==> src/rtl/trplb_pkg.sv <==
// ----------------------------------------------------------------------------
// trplb_pkg
// Shared constants, codes and record types of the threshold load balancer.
// ----------------------------------------------------------------------------
`default_nettype none

package trplb_pkg;

  localparam int CPU_COUNT   = 16;
  localparam int QUEUE_DEPTH = 16;

  localparam int CW     = $clog2(CPU_COUNT);
  localparam int QW     = $clog2(QUEUE_DEPTH);
  localparam int QCW    = $clog2(QUEUE_DEPTH + 1);
  localparam int WORK_W = 16;
  localparam int QWW    = WORK_W + QCW;
  localparam int RW     = QWW + 1;
  localparam int TW     = RW + CW;
  localparam int CMPW   = TW + 2;
  localparam int TS_AW  = $clog2(CPU_COUNT * QUEUE_DEPTH);
  localparam int TIME_W = 32;

  localparam logic [15:0]       SAT_MAX     = 16'hFFFF;
  localparam logic [15:0]       LFSR_MASK   = 16'hB400;
  localparam logic [15:0]       SEED_RESET  = 16'd44257;
  localparam logic [3:0]        RETRY_RESET = 4'd4;
  localparam logic [TIME_W-1:0] TIME_MAX    = '1;

  localparam int CFG_IW = 1;
  localparam int CFG_DW = 16;
  localparam logic [CFG_IW-1:0] REG_RETRY_LIMIT = 1'b0;
  localparam logic [CFG_IW-1:0] REG_RANDOM_SEED = 1'b1;

  localparam logic [1:0] CMD_TICK     = 2'd0;
  localparam logic [1:0] CMD_ARRIVE   = 2'd1;
  localparam logic [1:0] CMD_COUNTERS = 2'd2;

  localparam logic [2:0] EV_PLACED   = 3'd0;
  localparam logic [2:0] EV_STARTED  = 3'd1;
  localparam logic [2:0] EV_FINISHED = 3'd2;
  localparam logic [2:0] EV_COUNTERS = 3'd3;
  localparam logic [2:0] EV_DROPPED  = 3'd4;

  typedef struct packed {
    logic [3:0]  origin;
    logic [15:0] id;
    logic [15:0] work;
  } task_t;

  typedef struct packed {
    logic [QW-1:0]     head;
    logic [QW-1:0]     tail;
    logic [QCW-1:0]    count;
    logic [QWW-1:0]    qwork;
    logic              busy;
    task_t             run;
    logic [TIME_W-1:0] start;
    logic [15:0]       sent;
    logic [15:0]       recv;
  } wrec_t;

  typedef struct packed {
    logic          rd_en;
    logic [CW-1:0] rd_addr;
    logic          wr_en;
    logic [CW-1:0] wr_addr;
  } wmem_req_t;

  typedef struct packed {
    logic [1:0]  cmd;
    logic [15:0] task_id;
    logic [15:0] work_ticks;
    logic [3:0]  home_worker;
  } req_t;

  typedef struct packed {
    logic [2:0]        event_kind;
    logic [3:0]        worker;
    logic [15:0]       event_task;
    logic [3:0]        origin_worker;
    logic [15:0]       event_work;
    logic [TIME_W-1:0] time_stamp;
    logic [15:0]       probes_sent;
    logic [15:0]       probes_received;
    logic              last;
  } evt_t;

  typedef enum logic [4:0] {
    ST_CLEAR,
    ST_IDLE,
    ST_TK_RD,
    ST_TK_EV,
    ST_TK_ST,
    ST_TK_FLUSH,
    ST_AR_SUM,
    ST_AR_CLASS,
    ST_PR_RD,
    ST_PR_CHK,
    ST_HS_RD,
    ST_HS_WR,
    ST_TG_RD,
    ST_PLACE,
    ST_CN_RD,
    ST_CN_EM
  } state_t;

endpackage

`default_nettype wire

==> src/rtl/trplb_wmem.sv <==
// ----------------------------------------------------------------------------
// trplb_wmem
// Worker record memory with registered read and remaining-work calculation.
// ----------------------------------------------------------------------------
`default_nettype none

module trplb_wmem import trplb_pkg::*; (
  input  logic              clk,
  input  wmem_req_t         req,
  input  wrec_t             wdata,
  input  logic [TIME_W-1:0] now,
  output wrec_t             rdata,
  output logic [RW-1:0]     rem
);

  wrec_t mem [CPU_COUNT];
  logic [TIME_W:0] run_end;

  always_ff @(posedge clk) begin
    if (req.wr_en) begin
      mem[req.wr_addr] <= wdata;
    end
    if (req.rd_en) begin
      rdata <= mem[req.rd_addr];
    end
  end

  always_comb begin
    run_end = {1'b0, rdata.start} + (TIME_W + 1)'(rdata.run.work);
    if (rdata.busy && (run_end > {1'b0, now})) begin
      rem = RW'(rdata.qwork) + RW'(run_end - {1'b0, now});
    end else begin
      rem = RW'(rdata.qwork);
    end
  end

endmodule

`default_nettype wire

==> config.mk <==
export PLATFORM = sky130hd
export DESIGN_NAME = trplb_wmem
export DESIGN_NICKNAME = d
export VERILOG_FILES = /design/src/rtl/trplb_pkg.sv /design/src/rtl/trplb_wmem.sv
export SDC_FILE = /design/constraint.sdc
export NUM_CORES = 2
export LEC_CHECK = 0
export BUFFER_PORTS_ARGS = -buffer_cell sky130_fd_sc_hd__buf_2
export CAP_MARGIN = 20
export CORE_UTILIZATION = 40
export DETAILED_ROUTE_END_ITERATION = 16
export REMOVE_ABC_BUFFERS = 1
export SLEW_MARGIN = 10
export SYNTH_ARGS = -nofsm -noshare
export SYNTH_HDL_FRONTEND = slang
export SYNTH_SLANG_ARGS = --single-unit
==> constraint.sdc <==
create_clock -name clk -period 16.61 [get_ports clk]
set_input_delay 3.322 -clock clk [delete_from_list [all_inputs] [get_ports clk]]
set_output_delay 3.322 -clock clk [all_outputs]
set_load 0.01 [all_outputs]
=== Yosys cells after proc, flatten, opt, wreduce, memory -nomap -nowiden ===
Memory sizes are Yosys's and may differ from the RTL's. A register that Yosys moved wholly into a read port is not among the register bits.
Cells that the tools add are included.

* Shifts and indexed selects: 0
* Eq/ne operators: 0
* Divide/modulo/power cells: 0
* $add $sub $neg: 3
* Magnitude comparators: 1
* Bitwise gates (word level): 0
* Reductions and logical operators: 1
* Mux-type cells: 3
* $mul: 0

{| class="wikitable"
|+ Operators with widths
! kind !! number
|-
| adder 32 x 16 -> 33 bit || 1
|-
| greater-than comparator 33 x 32 -> 1 bit || 1
|-
| adder 21 x 22 -> 22 bit || 1
|-
| two-way mux 22 bit || 1
|-
| subtractor 22 bit || 1
|-
| two-way mux 1 bit || 2
|-
| logical AND 1 bit || 1
|}

* Memories kept: 1
* RAM bits: 2160
* Flip-flop bits (word level): 0
* Output and inout port bits: 157
* Bits in latches: 0
* Bits of input ports: 178
* Bits in read-only memories: 0
* Word-level logic and storage cells: 9

{| class="wikitable"
|+ Memory list
! name !! words !! width !! rd ports !! clocked after memory_dff !! write ports !! RTL line !! text
|-
| mem || 16 || 135 || 1 || 1 || 1 || trplb_wmem.sv:16 || <nowiki>wrec_t mem [CPU_COUNT];</nowiki>
|}

=== Depth between registers and ports, before layout ===
* Depth after elaboration: 4
* Depth in mapped cells: 19

=== Worst setup path before layout ===
OpenSTA, ideal clock, no wires.

* Path kind: input-to-reg
* Start: in req[2] in the netlist's numbering
* End: mem mem[0][0] in the netlist's numbering (enable)
* Path slack: 2869 ps
* Stages: 2
* Required time: 15813 ps
* Path buffers: 0
* Arrival: 12945 ps
* Library setup time: 797 ps
* Path through: or3b_2 > nor3_1

{| class="wikitable"
|+ RTL lines
! what !! RTL line !! text
|-
| start, declared || trplb_wmem.sv:9 || <nowiki>input wmem_req_t req,</nowiki>
|-
| end, declared || trplb_wmem.sv:16 ||
|}

Straight into the memory's write port.

=== Final worst setup path ===
* Start: in now[0]
* End: out rem[20]

* Word-level cells in the longest chain between the ends: 3
* Elaborated cells between the ends (all ways): 5

{| class="wikitable"
|+ RTL lines
! what !! RTL line !! text
|-
| start, declared || trplb_wmem.sv:11 || <nowiki>input logic [TIME_W-1:0] now,</nowiki>
|-
| subtractor 22 bit or greater-than comparator 33 x 32 -> 1 bit (tied branches) || trplb_wmem.sv:31, trplb_wmem.sv:30 ||
|-
| adder 21 x 22 -> 22 bit or logical AND 1 bit (tied branches) || trplb_wmem.sv:31, trplb_wmem.sv:30 ||
|-
| two-way mux 22 bit (*) || trplb_wmem.sv:30 || <nowiki>if (rdata.busy && (run_end > {1'b0, now})) begin</nowiki>
|-
| end, declared || trplb_wmem.sv:13 || <nowiki>output logic [RW-1:0] rem</nowiki>
|}

Every way passes the cells marked *; elsewhere a longest branch is shown, timed or not.

==> results.sh <==
export IMPL_drtIter0Drc=4042
export IMPL_worstPathMaxFanout=4
export IMPL_clock_skew_ns=0.0368
export IMPL_synthFlopType="edfxtp_1"
export IMPL_syn_to_final_growth_pct=14.7
export IMPL_yosys_top_cells_area="edfxtp_1 (78%), mux4_2 (17%), ha_1 (0.97%), fa_1 (0.50%), clkbuf_1 (0.36%)"
export IMPL_slowest_stage="a2111oi_2"
export IMPL_irDropWorstVdd_mv=0.108
export IMPL_synth_avg_cell_area_um2=23.9
export IMPL_grtUsageTotal_pct=19.4
export IMPL_coreArea_mm2=0.220
export IMPL_p_sw_mw=2.85
export IMPL_cts_root_buffer="clkbuf_16"
export IMPL_ctsHoldBuffers=0
export IMPL_grt_overflow_total=0
export IMPL_synth_seq_cells=2295
export IMPL_crit_arrival_ns=6.72
export IMPL_synth_edf_count=2295
export IMPL_yosysTopAreaCell="edfxtp_1"
export IMPL_clock_fmax_ghz=0.0995
export IMPL_rsz0062_at_grt="false"
export IMPL_fin_crit_ns=10.05
export IMPL_routedWlPerCell_um=29.4
export IMPL_setup_viol=0
export IMPL_antenna_found_initial=65
export IMPL_finalHoldViolCount=0
export IMPL_leakagePower_nw=32.5
export IMPL_final_core_util_pct=46.3
export IMPL_drt_first_pass_iters=5
export IMPL_path_cells="buf_2 > ha_1 > inv_1 > ha_1 > inv_1 > fa_1 > nor2b_1 > o31a_1 > o21ai_1 > a2111oi_2 > a21oi_1 > o31a_1 > o41ai_1 > buf_2"
export IMPL_pwr_share_comb_pct=8.5
export IMPL_r2r_slack_ns=14.84
export IMPL_cts_repair_resized=0
export IMPL_clk_latency_ns=0.86
export IMPL_initial_core_util_pct=40.3
export IMPL_place_hpwl_um=115000
export IMPL_p_sw_share_pct=22.3
export IMPL_fin_setup_tns_ns=0
export IMPL_cts_path_max_buffers=3
export IMPL_seq_power_share_pct=51.7
export IMPL_path_clk_slew_ns=0.06
export IMPL_die_x_um=473
export IMPL_crit_type="in -> out"
export IMPL_reg2reg_depth=4
export IMPL_vias=41300
export IMPL_final_antenna_net_count=0
export IMPL_intPower_mw=9.91
export IMPL_yosys_warnings=0
export IMPL_clkPwrFrac_pct=39.8
export IMPL_port_buffers=334
export IMPL_die_area_mm2=0.224
export IMPL_crit_end="rem[20]"
export IMPL_cts_setup_buffers=0
export IMPL_yosys_top_cells_count="edfxtp_1 (2295), mux4_2 (653), clkbuf_1 (86)"
export IMPL_rr_startpoint="mem[3][49]$_DFFE_PP_"
export IMPL_cts_tree="yes"
export IMPL_routed_wl_um=216000
export IMPL_max_stage_delay_ns=0.48
export IMPL_slew_violations=0
export IMPL_numCtsBuffers=226
export IMPL_ys_async_sr_fraction_pct=0
export IMPL_h_tree_depth=4
export IMPL_required_ns=13.29
export IMPL_cts_sinks=2295
export IMPL_power_density_mw_per_mm2=125
export IMPL_synth_seq_area_share_pct=77.6
export IMPL_synth_top_area_share_pct=77.6
export IMPL_yosysMostFrequentCell="edfxtp_1"
export IMPL_nNetsFinal=4461
export IMPL_slew_headroom_pct=29.4
export IMPL_worst_slew_pin_slew_ns=1.06
export IMPL_ios=335
export IMPL_start_kind="input port"
export IMPL_netlist_area_mm2=0.0888
export IMPL_synthCells=3713
export IMPL_hold_path_class="reg -> reg"
export IMPL_r2r_end="rdata[49]$_DFFE_PP_"
export IMPL_grt_pass1_wl_um=311000
export IMPL_grt_pass1_vias=42900
export IMPL_grt_max_degree=134
export IMPL_viasPerCell=5.61
export IMPL_layout_drive_gt1_share_pct=32.7
export IMPL_rows=172
export IMPL_die_h_um=473
export IMPL_post_route_period_util_pct=60.5
export IMPL_drc=0
export IMPL_maxCapViolCount=0
export IMPL_outcome="finished, final reports clean"
export IMPL_endpoint_kind="output pin"
export IMPL_gp_congestion=0.867
export IMPL_startpoint="now[0]"
export IMPL_synth_cell_types=65
worst min path at each step:
stage	startpoint	endpoint	slack, ns	depth (start not counted)
floorplan	mem[6][111]$_DFFE_PP_	rdata[111]$_DFFE_PP_	0.77	3
global placement	mem[7][58]$_DFFE_PP_	rdata[58]$_DFFE_PP_	0.81	3
detailed placement	mem[6][58]$_DFFE_PP_	rdata[58]$_DFFE_PP_	0.82	3
CTS	mem[6][58]$_DFFE_PP_	rdata[58]$_DFFE_PP_	0.82	3
global route	mem[14][25]$_DFFE_PP_	rdata[25]$_DFFE_PP_	0.86	2
finish	mem[6][58]$_DFFE_PP_	rdata[58]$_DFFE_PP_	0.82	3
area by class of cell:
type / instances / area (um^2)
timing repair buffer: 414 / 2480
sequential: 2295 / 68900
clock buffer: 277 / 5910
fill: 18100 / 118000
inverter: 62 / 233
multi-input combinational: 1193 / 19100
antenna: 18 / 45.0
tap: 2958 / 3700
clock inverter: 134 / 1440
cell usage in the layout (no fill, tap or decap), types with 37 or more instances in the layout:
master and count:
a21oi_1 51, buf_2 329, buf_4 68, clkbuf_1 48, clkbuf_16 229, clkinv_1 44, clkinv_2 37, edfxtp_1 2295
ha_1 69, inv_1 62, mux4_2 653, nor2_1 40
sequential cells by signal, summed over array words and instances, names as in the netlist:
| signal | cells |
|---|---|
| rdata | 135 |
| mem | 2160 |
power groups by stage:
stage | combinational [mW] | sequential (mW) | clock [mW]
5_1_grt | 1.18 | 6.60 | 5.40
6_report | 1.09 | 6.59 | 5.08
3_3_place_gp | 1.07 | 6.71 | 0
3_5_place_dp | 1.09 | 6.71 | 0
4_1_cts | 1.09 | 6.59 | 5.20
2_1_floorplan | 0.631 | 6.71 | 0
layer usage:
| metal | GRT usage, % | wire length, um | vias to the layer above |
|---|---|---|---|
| li1 | - | - | 16900 |
| met1 | 27.9 | 93800 | 22500 |
| met2 | 30.3 | 102000 | 1391 |
| met3 | 4.38 | 16100 | 336 |
| met4 | 3.93 | 3820 | 60 |
| met5 | 0 | 382 | - |
per-stage QoR:
stage	hold slack, ns	cell area [um^2]	setup slack, ns	std cells	power [mW]
2_1_floorplan	0.770	88200	2.87	3550	7.34
3_3_place_gp	0.811	94400	6.57	6921	7.78
3_5_place_dp	0.820	94400	6.58	6921	7.80
4_1_cts	0.822	102000	6.58	7332	12.9
5_1_grt	0.857	102000	6.26	7333	13.2
6_report	0.823	102000	6.56	7351	12.8
cells by family after synthesis:
group | count (synthesis) | synth area share (%)
fa+ha+maj | 91 | 1.47
mux | 690 | 17.0
compound gates | 190 | 1.48
buf+inv | 225 | 0.984
simple gates | 184 | 1.05
flops | 2295 | 77.6
xor+xnor | 38 | 0.375
worst max-delay path: cells and delay by family:
kind,cells,cell delay [ns]
AND/OR/NAND/NOR,1,0.18
buffers and inverters,4,0.45
AO/OA/AOI/OAI,6,1.81
adder cells (fa/ha/maj),3,0.94
Power figures use the tool's default switching activity.
